$ cat config.mk
export PLATFORM = sky130hd
export DESIGN_NAME = heartbeat_watchdog_strike_breaker
export DESIGN_NICKNAME = d
export VERILOG_FILES = /design/src/rtl/hbw_pkg.sv /design/src/rtl/heartbeat_watchdog_strike_breaker.sv /design/src/rtl/hbw_cfg.sv /design/src/rtl/hbw_core.sv
export SDC_FILE = /design/constraint.sdc
export NUM_CORES = 1
export LEC_CHECK = 0
export ABC_AREA = 1
export BUFFER_PORTS_ARGS = -buffer_cell sky130_fd_sc_hd__buf_2
export CAP_MARGIN = 40
export CORE_ASPECT_RATIO = 0.8
export CORE_MARGIN = 2
export CORE_UTILIZATION = 45
export CTS_CLUSTER_DIAMETER = 150
export CTS_CLUSTER_SIZE = 30
export DETAILED_ROUTE_END_ITERATION = 8
export PLACE_DENSITY = 0.72
export SLEW_MARGIN = 20
export SYNTH_ARGS = -nofsm -noshare
export SYNTH_HDL_FRONTEND = slang
export SYNTH_SLANG_ARGS = --single-unit
$ cat constraint.sdc
create_clock -name clk -period 6.5 [get_ports clk]
set_input_delay 0.65 -clock clk [delete_from_list [all_inputs] [get_ports clk]]
set_output_delay 0.65 -clock clk [all_outputs]
set_load 0.05 [all_outputs]
$ cat src/rtl/hbw_pkg.sv
// Package: shared types and codes for the heartbeat watchdog.
`default_nettype none
package hbw_pkg;

  localparam int unsigned CFG_IDX_W  = 3;
  localparam int unsigned CFG_DATA_W = 22;

  localparam logic [CFG_IDX_W-1:0] CFG_TIMEOUT      = 3'd0;
  localparam logic [CFG_IDX_W-1:0] CFG_STRIKE_LIMIT = 3'd1;
  localparam logic [CFG_IDX_W-1:0] CFG_STABLE_CLEAR = 3'd2;
  localparam logic [CFG_IDX_W-1:0] CFG_POLL_PERIOD  = 3'd3;
  localparam logic [CFG_IDX_W-1:0] CFG_DEDUP        = 3'd4;

  localparam logic [19:0] TIMEOUT_RST      = 20'd5000;
  localparam logic [7:0]  STRIKE_LIMIT_RST = 8'd3;
  localparam logic [21:0] STABLE_CLEAR_RST = 22'd600000;
  localparam logic [15:0] POLL_PERIOD_RST  = 16'd1000;
  localparam logic [15:0] DEDUP_RST        = 16'd600;

  typedef enum logic [1:0] {
    REQ_TICK  = 2'd0,
    REQ_KICK  = 2'd1,
    REQ_BOOT  = 2'd2,
    REQ_LATCH = 2'd3
  } req_t;

  typedef struct packed {
    logic [19:0] hb_timeout;
    logic [7:0]  strike_limit;
    logic [21:0] stable_clear_ms;
    logic [15:0] poll_period_ms;
    logic [15:0] dedup_ms;
  } cfg_t;

  typedef struct packed {
    logic       restart_request;
    logic       fatal_request;
    logic       persist_request;
    logic [7:0] strike_count;
    logic       latched;
    logic       fatal_last_boot;
  } res_t;

endpackage
`default_nettype wire

$ cat src/rtl/heartbeat_watchdog_strike_breaker.sv
// Top level of the heartbeat watchdog with persistent strike count.
// Each input transfer (tick, heartbeat kick, boot or external latch) updates the
// watchdog state in the cycle it is taken and yields exactly one result, which
// appears in the output register in the next cycle. Unless stalled, one item is
// taken every cycle: the state update is a single pass of saturating counters and
// compares, and the output register accepts a new result in the cycle the old one
// transfers. Configuration writes are taken every cycle (cfg_ready is always high).
`default_nettype none
module heartbeat_watchdog_strike_breaker
  import hbw_pkg::*;
(
  input  wire logic                  clk,
  input  wire logic                  rst_n,
  input  wire logic                  in_valid,
  output      logic                  in_ready,
  input  wire logic [1:0]            in_req_type,
  input  wire logic [7:0]            in_stored_strikes,
  output      logic                  out_valid,
  input  wire logic                  out_ready,
  output      logic                  out_restart_request,
  output      logic                  out_fatal_request,
  output      logic                  out_persist_request,
  output      logic [7:0]            out_strike_count,
  output      logic                  out_latched,
  output      logic                  out_fatal_last_boot,
  input  wire logic                  cfg_valid,
  output      logic                  cfg_ready,
  input  wire logic [CFG_IDX_W-1:0]  cfg_index,
  input  wire logic [CFG_DATA_W-1:0] cfg_data
);

  cfg_t cfg;
  res_t res;
  res_t res_r;
  logic out_valid_r;
  logic in_xfer;

  assign cfg_ready = 1'b1;
  assign in_ready  = !out_valid_r || out_ready;
  assign in_xfer   = in_valid && in_ready;

  hbw_cfg u_cfg (
    .clk      (clk),
    .rst_n    (rst_n),
    .wr_en    (cfg_valid && cfg_ready),
    .wr_index (cfg_index),
    .wr_data  (cfg_data),
    .cfg      (cfg)
  );

  hbw_core u_core (
    .clk            (clk),
    .rst_n          (rst_n),
    .en             (in_xfer),
    .req_type       (in_req_type),
    .stored_strikes (in_stored_strikes),
    .cfg            (cfg),
    .res            (res)
  );

  always_ff @(posedge clk) begin
    if (!rst_n) begin
      out_valid_r <= 1'b0;
    end else if (in_xfer) begin
      out_valid_r <= 1'b1;
    end else if (out_ready) begin
      out_valid_r <= 1'b0;
    end
  end

  always_ff @(posedge clk) begin
    if (in_xfer) begin
      res_r <= res;
    end
  end

  assign out_valid           = out_valid_r;
  assign out_restart_request = res_r.restart_request;
  assign out_fatal_request   = res_r.fatal_request;
  assign out_persist_request = res_r.persist_request;
  assign out_strike_count    = res_r.strike_count;
  assign out_latched         = res_r.latched;
  assign out_fatal_last_boot = res_r.fatal_last_boot;

  a_restart_xor_fatal: assert property (@(posedge clk) disable iff (!rst_n)
    out_valid |-> !(out_restart_request && out_fatal_request))
    else $error("restart and fatal requested together");

  a_fatal_latches: assert property (@(posedge clk) disable iff (!rst_n)
    out_valid && out_fatal_request |-> out_latched && out_persist_request)
    else $error("fatal request without latch or persist");

  a_restart_unlatched: assert property (@(posedge clk) disable iff (!rst_n)
    out_valid && out_restart_request |-> !out_latched && out_persist_request)
    else $error("restart request while latched or without persist");

  a_result_follows_xfer: assert property (@(posedge clk) disable iff (!rst_n)
    in_xfer |=> out_valid)
    else $error("accepted item left no result");

endmodule
`default_nettype wire

$ cat src/rtl/hbw_cfg.sv
// Configuration register file of the heartbeat watchdog.
`default_nettype none
module hbw_cfg
  import hbw_pkg::*;
(
  input  wire logic                  clk,
  input  wire logic                  rst_n,
  input  wire logic                  wr_en,
  input  wire logic [CFG_IDX_W-1:0]  wr_index,
  input  wire logic [CFG_DATA_W-1:0] wr_data,
  output cfg_t                       cfg
);

  cfg_t cfg_r;

  always_ff @(posedge clk) begin
    if (!rst_n) begin
      cfg_r.hb_timeout      <= TIMEOUT_RST;
      cfg_r.strike_limit    <= STRIKE_LIMIT_RST;
      cfg_r.stable_clear_ms <= STABLE_CLEAR_RST;
      cfg_r.poll_period_ms  <= POLL_PERIOD_RST;
      cfg_r.dedup_ms        <= DEDUP_RST;
    end else if (wr_en) begin
      case (wr_index)
        CFG_TIMEOUT:      cfg_r.hb_timeout      <= wr_data[19:0];
        CFG_STRIKE_LIMIT: cfg_r.strike_limit    <= wr_data[7:0];
        CFG_STABLE_CLEAR: cfg_r.stable_clear_ms <= wr_data[21:0];
        CFG_POLL_PERIOD:  cfg_r.poll_period_ms  <= wr_data[15:0];
        CFG_DEDUP:        cfg_r.dedup_ms        <= wr_data[15:0];
        default: ;
      endcase
    end
  end

  assign cfg = cfg_r;

endmodule
`default_nettype wire

$ cat src/rtl/hbw_core.sv
// Watchdog state and its per-event update logic.
`default_nettype none
module hbw_core
  import hbw_pkg::*;
(
  input  wire logic       clk,
  input  wire logic       rst_n,
  input  wire logic       en,
  input  wire logic [1:0] req_type,
  input  wire logic [7:0] stored_strikes,
  input  wire cfg_t       cfg,
  output res_t            res
);

  logic [20:0] kick_age_r,     kick_age_nxt;
  logic [21:0] boot_age_r,     boot_age_nxt;
  logic [15:0] since_r,        since_nxt;
  logic        seen_r,         seen_nxt;
  logic [7:0]  strikes_r,      strikes_nxt;
  logic        wclr_r,         wclr_nxt;
  logic        fatal_r,        fatal_nxt;
  logic        was_fatal_r,    was_fatal_nxt;
  logic [15:0] poll_r,         poll_nxt;

  logic [20:0] kick_inc;
  logic [21:0] boot_inc;
  logic [15:0] since_inc;
  logic [15:0] poll_inc;
  logic        poll_hit;
  logic        clear_hit;
  logic        strike_hit;
  logic [7:0]  strikes_base;
  logic [7:0]  strikes_inc;
  logic        limit_hit;
  logic        boot_lower;
  logic [7:0]  boot_count;
  req_t        req;

  assign req       = req_t'(req_type);
  assign kick_inc  = (kick_age_r == '1) ? kick_age_r : kick_age_r + 21'd1;
  assign boot_inc  = (boot_age_r == '1) ? boot_age_r : boot_age_r + 22'd1;
  assign since_inc = (since_r == '1) ? since_r : since_r + 16'd1;
  assign poll_inc  = poll_r + 16'd1;
  assign poll_hit  = (poll_inc >= cfg.poll_period_ms);

  assign clear_hit  = !wclr_r && (boot_inc >= cfg.stable_clear_ms);
  // no dedup before the first strike since boot
  assign strike_hit = (kick_inc > {1'b0, cfg.hb_timeout}) &&
                      !(seen_r && (since_inc < cfg.dedup_ms));
  assign strikes_base = clear_hit ? 8'd0 : strikes_r;
  assign strikes_inc  = (strikes_base == '1) ? strikes_base : strikes_base + 8'd1;
  assign limit_hit    = (strikes_inc >= cfg.strike_limit);

  assign boot_lower = (stored_strikes >= cfg.strike_limit);
  assign boot_count = !boot_lower ? stored_strikes :
                      (cfg.strike_limit != 8'd0) ? cfg.strike_limit - 8'd1 : 8'd0;

  always_comb begin
    kick_age_nxt  = kick_age_r;
    boot_age_nxt  = boot_age_r;
    since_nxt     = since_r;
    seen_nxt      = seen_r;
    strikes_nxt   = strikes_r;
    wclr_nxt      = wclr_r;
    fatal_nxt     = fatal_r;
    was_fatal_nxt = was_fatal_r;
    poll_nxt      = poll_r;
    res.restart_request = 1'b0;
    res.fatal_request   = 1'b0;
    res.persist_request = 1'b0;
    case (req)
      REQ_TICK: begin
        kick_age_nxt = kick_inc;
        boot_age_nxt = boot_inc;
        since_nxt    = since_inc;
        poll_nxt     = poll_inc;
        if (poll_hit) begin
          poll_nxt = '0;
          if (!fatal_r) begin
            if (clear_hit) begin
              strikes_nxt         = '0;
              wclr_nxt            = 1'b1;
              res.persist_request = 1'b1;
            end
            if (strike_hit) begin
              seen_nxt            = 1'b1;
              since_nxt           = '0;
              strikes_nxt         = strikes_inc;
              res.persist_request = 1'b1;
              if (limit_hit) begin
                fatal_nxt         = 1'b1;
                res.fatal_request = 1'b1;
              end else begin
                res.restart_request = 1'b1;
                kick_age_nxt        = '0;
              end
            end
          end
        end
      end
      REQ_KICK: begin
        if (!fatal_r) begin
          kick_age_nxt = '0;
        end
      end
      REQ_BOOT: begin
        kick_age_nxt        = '0;
        boot_age_nxt        = '0;
        since_nxt           = '0;
        seen_nxt            = 1'b0;
        poll_nxt            = '0;
        fatal_nxt           = 1'b0;
        strikes_nxt         = boot_count;
        was_fatal_nxt       = boot_lower;
        wclr_nxt            = (boot_count == 8'd0);
        res.persist_request = boot_lower;
      end
      REQ_LATCH: begin
        fatal_nxt = 1'b1;
      end
      default: ;
    endcase
    res.strike_count    = strikes_nxt;
    res.latched         = fatal_nxt;
    res.fatal_last_boot = was_fatal_nxt;
  end

  always_ff @(posedge clk) begin
    if (!rst_n) begin
      kick_age_r  <= '0;
      boot_age_r  <= '0;
      since_r     <= '0;
      seen_r      <= 1'b0;
      strikes_r   <= '0;
      wclr_r      <= 1'b1;
      fatal_r     <= 1'b0;
      was_fatal_r <= 1'b0;
      poll_r      <= '0;
    end else if (en) begin
      kick_age_r  <= kick_age_nxt;
      boot_age_r  <= boot_age_nxt;
      since_r     <= since_nxt;
      seen_r      <= seen_nxt;
      strikes_r   <= strikes_nxt;
      wclr_r      <= wclr_nxt;
      fatal_r     <= fatal_nxt;
      was_fatal_r <= was_fatal_nxt;
      poll_r      <= poll_nxt;
    end
  end

endmodule
`default_nettype wire
* After elaboration in Yosys (flattened, before gate mapping)
Cells that the tools add are included.
** Operators by class
- $add $sub $neg :: 6
- Bitwise gates (word level) :: 3
- Reduce and logical (&&, ||, !) cells :: 25
- Multiplexer cells :: 46
- Order comparisons :: 6
- Equality and inequality tests :: 16
** Operators by type and width (number)
- $mux W21 :: 6
- $mux W16 :: 5
- $pmux W16 S2 :: 2
- $pmux W21 S3 :: 1
- $mux W8 :: 7
- $pmux W22 S2 :: 1
- $add A16 B1 Y16 const B :: 2
- $add A22 B1 Y22 const B :: 1
- $eq A22 B22 Y1 const B :: 1
- $ge A22 B22 Y1 :: 1
- $mux W22 :: 1
- $add A21 B1 Y21 const B :: 1
- $eq A21 B21 Y1 const B :: 1
- $gt A21 B20 Y1 :: 1
- $mux W1 :: 18
- $eq A16 B16 Y1 const B :: 1
- $ge A16 B16 Y1 :: 1
- $ge A8 B8 Y1 :: 2
- $lt A16 B16 Y1 :: 1
- $pmux W8 S2 :: 1
- $reduce_and A2 Y1 :: 6
- $reduce_and A5 Y1 :: 2
- $add A8 B1 Y8 const B :: 1
- $eq A8 B8 Y1 const B :: 1
- other kinds (22) :: 37
** Word-level totals
- Logic and storage cells :: 123
- Register bits after elaboration :: 183

* Depth between registers and ports, before layout
- Depth after elaboration :: 13
- Gate-level depth with buffers :: 44
- Depth with buffers taken out :: 43

* Cells and area by module
From an unflattened synthesis, not the netlist that was laid out.
** Second synthesis, totals
- Cells, all modules :: 1770
- Area, all modules :: 11937.7 um^2
** Modules (own cells, without submodules)
- hbw_core :: area an instance 8236.6 um^2, cells an instance 1291, instances 1, sequential area each 1741.7 um^2
- hbw_cfg :: area an instance 3248.1 um^2, cells an instance 457, instances 1, sequential area each 1641.6 um^2
- heartbeat_watchdog_strike_breaker :: area an instance 452.9 um^2, cells an instance 22, instances 1, sequential area each 410.4 um^2

* Worst setup path after synthesis
Ideal clock, no wire load.
- Kind :: register to register
- From :: register u_core.boot_age_r[0]
- To :: register res_r, in the netlist out_latched, data pin
- Setup slack :: 1.620 ns
- Data required time :: 6.241 ns
- Cell stages (with the launch flop) :: 41
- Arrival :: 4.621 ns
- Clock period less this slack :: 4.880 ns
- Cells stage by stage :: dfxtp_1 -> ha_1 -> nand4_2 -> nor2_2 -> nand3_1 -> nor2_2 -> nand3_4 -> nand2_1 -> nor3_4 -> nand2_1 -> nor2_1 -> nand2_1 -> xnor2_1 -> ha_1 -> nand2_1 -> nor2_1 -> nand2_1 -> nor2_1 -> [5 not listed] -> nor2_1 -> ha_1 -> nand2_1 -> inv_1 -> nand3_1 -> inv_1 -> nand2_2 -> nand2_1 -> o21a_1 -> inv_1 -> ha_1 -> a21oi_1 -> o21ai_0 -> nand2_1 -> nand3_1 -> o211ai_1 -> o21bai_1 -> nand2_1
** RTL lines
- start, declared :: line hbw_core.sv:16 : logic [21:0] boot_age_r, boot_age_nxt;
- start signal, assigned :: line hbw_core.sv:141 : boot_age_r <= boot_age_nxt;
- end signal, assigned :: line heartbeat_watchdog_strike_breaker.sv:73 : res_r <= res;
- end, declared :: line heartbeat_watchdog_strike_breaker.sv:34 : res_t res_r;

* Worst setup path in the final report
- From :: register u_core.boot_age_r[0]
- To :: register u_core.kick_age_r[2]
** On the way
- Cells in the longest elaborated chain, start to end :: 13
- Elaborated cells between the ends (all ways) :: 15
- Classes of those cells :: add/sub (2); order compare (2); eq/ne (2); mux (8); reduce/logical (1)
** Ends and longest elaborated chain
- $add A22 B1 Y22 / $eq A22 B22 Y1 (equally long branches) :: line hbw_core.sv:41 : assign boot_inc = (boot_age_r == '1) ? boot_age_r : boot_age_r + 22'd1;
- $mux W22 * :: line hbw_core.sv:41
- $ge A22 B22 Y1 * :: line hbw_core.sv:46 : assign clear_hit = !wclr_r && (boot_inc >= cfg.stable_clear_ms);
- $logic_and A1 B1 Y1 * :: line hbw_core.sv:46
- $mux W8 * :: line hbw_core.sv:50 : assign strikes_base = clear_hit ? 8'd0 : strikes_r;
- $add A8 B1 Y8 / $eq A8 B8 Y1 (equally long branches) :: line hbw_core.sv:51 : assign strikes_inc = (strikes_base == '1) ? strikes_base : strikes_base + 8'd1;
- $mux W8 * :: line hbw_core.sv:51
- $ge A8 B8 Y1 * :: line hbw_core.sv:52 : assign limit_hit = (strikes_inc >= cfg.strike_limit);
- $mux W21 * :: line hbw_core.sv:90 : if (limit_hit) begin
- $mux W21 * :: line hbw_core.sv:85 : if (strike_hit) begin
- $mux W21 * :: line hbw_core.sv:79 : if (!fatal_r) begin
- $mux W21 * :: line hbw_core.sv:77 : if (poll_hit) begin
- $pmux W21 S3 * :: line hbw_core.sv:71 : case (req)
- end signal, assigned :: line hbw_core.sv:140 : kick_age_r <= kick_age_nxt;
- end, declared :: line hbw_core.sv:15 : logic [20:0] kick_age_r, kick_age_nxt;
Mark *: on every way between the ends. The rest lies on a longest branch, timed or not.
A chain may end at the register's enable or synchronous reset.

==> metrics.yaml <==
yosys:
  netlist.area_leader.share: 0.299
  syn-instance-count: 1608
  ys_async_sr_fraction: 0
  synth_cell_types: 50
  ys_ff_latch: 183
  yosys.area.top_type: "dfxtp_1"
  syn_area_sq_um: 11400
  synth_edf_count: 13
  synth_nets: 1747
  synthTopCellsByArea: "dfxtp_1 30%, nand2_1 12%, ha_1 11%, a21oi_1 8.5%, inv_1 7.3%"
  ys_warn_count: 0
  synth_commonest_cells: "356 x nand2_1, 221 x inv_1, 192 x a21oi_1"
  yosysSeqAreaShare: 0.334
  synth.most_common_cell: "nand2_1"
  avgSynthCellArea_sq_um: 7.07
  ys.flop_type: "dfxtp_1"
setup_path:
  cpMostUsedCell: "nand3_1"
  critPathLaunchType: "flop"
  worst_r2r_endpoint: "u_core.kick_age_r[2]$_SDFFE_PN0P_"
  r2r_slack_ns: 0.78
  cp.required_ns: 6.86
  rr_startpoint: "u_core.boot_age_r[0]$_SDFFE_PN0P_"
  crit_fanout: 21
  slowest_stage: "dfxtp_1"
  slowest_delay_ns: 0.33
  cp-startpoint: "u_core.boot_age_r[0]$_SDFFE_PN0P_"
  rr_worst_depth: 40
  endpoint: "u_core.kick_age_r[2]$_SDFFE_PN0P_"
  arrival_ns: 6.08
  critical_path_class: "flop to flop"
  cp-end-kind: "flop"
layout:
  final_area_sq_um: 12500
  fin_nets: 1777
  layout-drive-gt1-share: 0.0854
  filler_cell_count: 2472
  synthToLayoutAreaGrowth_pct: 9.64
  num_antenna_cells: 0
  final_cells: 1975
global_route:
  grt_pass1_vias: 9519
  antenna_found_initial: 0
  grt-ovfl-total: 0
  grt_pass1_wl_um: 47500
  track_usage: 0.221
  grt_max_degree: 79
die:
  fp.coreArea_sq_um: 25000
  dieWidth_um: 182
  io_pins: 56
  fp.dieH_um: 146
  rows: 52
  dieArea_sq_um: 26600
  initial_core_util: 0.454
timing:
  min_period_over_period: 0.880
  min_period_ns: 5.72
  slew_headroom: 0.461
  worst_slew_pin_slew_ns: 0.807
  grt_setup_unrepaired: "no"
  setup_tns_ns: 0
  setup_viol: 0
  slew_viol_final: 0
  final-hold-violation-count: 0
  setup_slack_ns: 0.780
  skew_ns: 0.0119
  fmax_mhz: 175
clock_tree:
  htree_levels: 4
  cts_sinks: 183
  clk_pin_slew_ns: 0.08
  post_cts_buffers: 0
  hold_buffers: 0
  clk-insertion-delay-late_ns: 0.44
  cts-root-buf: "clkbuf_16"
  cts_tree: "built"
  numCtsBuffers: 17
  ctsLongestPathBuffers: 2
routing:
  avgViaCountPerCell: 5.29
  first_pass_iters: 5
  wl_met1_um: 14100
  vias: 10447
  wl_met2_um: 13000
  top_layer_used: "met4"
  wl_met3_um: 1510
  drt_iter0_markers: 910
  ant_nets: 0
  finalWirelength_um: 28900
  drc: 0
  wl_per_cell_um: 14.6
pwr:
  leakage_nw: 5.61
  ir_drop_mv: 0.184
  power.density_nw_per_um2: 200
  power_mw: 2.49
placed_design:
  dp_hpwl_um: 21300
  io_buffers: 54
  place_inst: 1943
  place_area_sq_um: 11900
  post-place-ws_ns: 0.682
  gp_congestion: 0.894
status:
  outcome: "complete, no violations"
hold_path:
  worstHoldPathType: "input pin to flop"
flow_run:
  cap_violations: 0
worst min-delay path by stage:
stage / start / to / cells past startpoint
6_report: cfg_data[16] / u_cfg.cfg[48]$_SDFFE_PN1P_ / 3
2_1_floorplan: u_core.seen_r$_SDFFE_PN0P_ / u_core.seen_r$_SDFFE_PN0P_ / 2
4_1_cts: cfg_data[16] / u_cfg.cfg[48]$_SDFFE_PN1P_ / 3
5_1_grt: cfg_data[16] / u_cfg.cfg[48]$_SDFFE_PN1P_ / 3
3_5_place_dp: u_cfg.cfg[11]$_SDFFE_PN0P_ / u_cfg.cfg[11]$_SDFFE_PN0P_ / 2
3_3_place_gp: u_cfg.cfg[1]$_SDFFE_PN0P_ / u_cfg.cfg[1]$_SDFFE_PN0P_ / 2
through the flow:
| step | util | hold WS [ns] |
|---|---|---|
| global route | 0.498 | 0.438 |
| detailed placement | 0.475 | 0.454 |
| global placement | 0.473 | 0.446 |
| CTS | 0.498 | 0.419 |
| finish | 0.498 | 0.434 |
| floorplan | - | 0.431 |
registers in the layout, summed over array words and instances, names as in the netlist:
signal / flops
out_fatal_last_boot: 1
out_fatal_request: 1
out_latched: 1
out_persist_request: 1
out_restart_request: 1
out_strike_count: 8
out_valid: 1
u_cfg.cfg: 82
u_core.boot_age_r: 22
u_core.fatal_r: 1
u_core.kick_age_r: 21
u_core.poll_r: 16
u_core.seen_r: 1
u_core.since_r: 16
u_core.strikes_r: 8
u_core.was_fatal_r: 1
u_core.wclr_r: 1
where the power goes:
| part | switching [mW] | internal [mW] |
|---|---|---|
| combinational | 0.215 | 0.0891 |
| sequential | 0.0160 | 1.17 |
| clock | 0.483 | 0.523 |
cell usage in the layout (no fill, tap or decap), types with 4 or more instances in the layout:
master / count
a22oi_1: 4
nor4_1: 6
inv_1: 220
dfxtp_1: 170
nand3_2: 5
edfxtp_1: 13
buf_2: 55
a21oi_1: 192
xnor2_1: 25
clkbuf_16: 18
nand3b_1: 4
inv_2: 6
o21a_1: 6
ha_1: 99
nor2_2: 4
nor3_1: 20
nand2_1: 355
nand2_2: 8
nor2_4: 6
nor2_1: 90
o211ai_1: 21
nand4_1: 27
o21ai_0: 98
xor2_1: 34
inv_6: 6
buf_4: 8
nand3_1: 106
what timing repair did:
| action | CTS | global route |
|---|---|---|
| hold endpoints to repair | 0 | 0 |
| setup endpoints to repair | 0 | 23 |
| resized for setup | 0 | 1 |
logic make-up after synthesis:
logic type / Yosys count / synth area share
AO/OA/AOI/OAI: 341 / 0.162
multiplexers: 1 / 0.000881
flip-flops: 183 / 0.334
other: 1 / 0.000330
buffers and inverters: 280 / 0.0960
AND/OR/NAND/NOR: 644 / 0.253
adder cells (fa/ha/maj): 99 / 0.109
XOR/XNOR: 59 / 0.0455
worst max-delay path: cells and delay by family (launching register included):
kind | cells | cell delay, ns
flops | 1 | 0.33
buf+inv | 6 | 0.46
fa+ha+maj | 4 | 0.97
compound gates | 2 | 0.33
xor+xnor | 1 | 0.16
simple gates | 27 | 3.34
per-layer routing:
| layer | track usage | vias to the layer above |
|---|---|---|
| met1 | 0.310 | 4815 |
| met2 | 0.358 | 251 |
| met3 | 0.0329 | 21 |
| met4 | 0.0512 | 0 |
| li1 | - | 5360 |
| met5 | 0 | - |
final cells by class:
class                           count  area (sq um)  area share
Clock inverter                     13           110     0.00883
Sequential cell                   183          3790       0.304
Clock buffer                       19           454      0.0364
Tap cell                          324           405      0.0325
Inverter                          227           855      0.0686
Timing Repair Buffer               64           355      0.0285
Multi-Input combinational cell   1145          6490       0.521
Power figures use the tool's default switching activity.
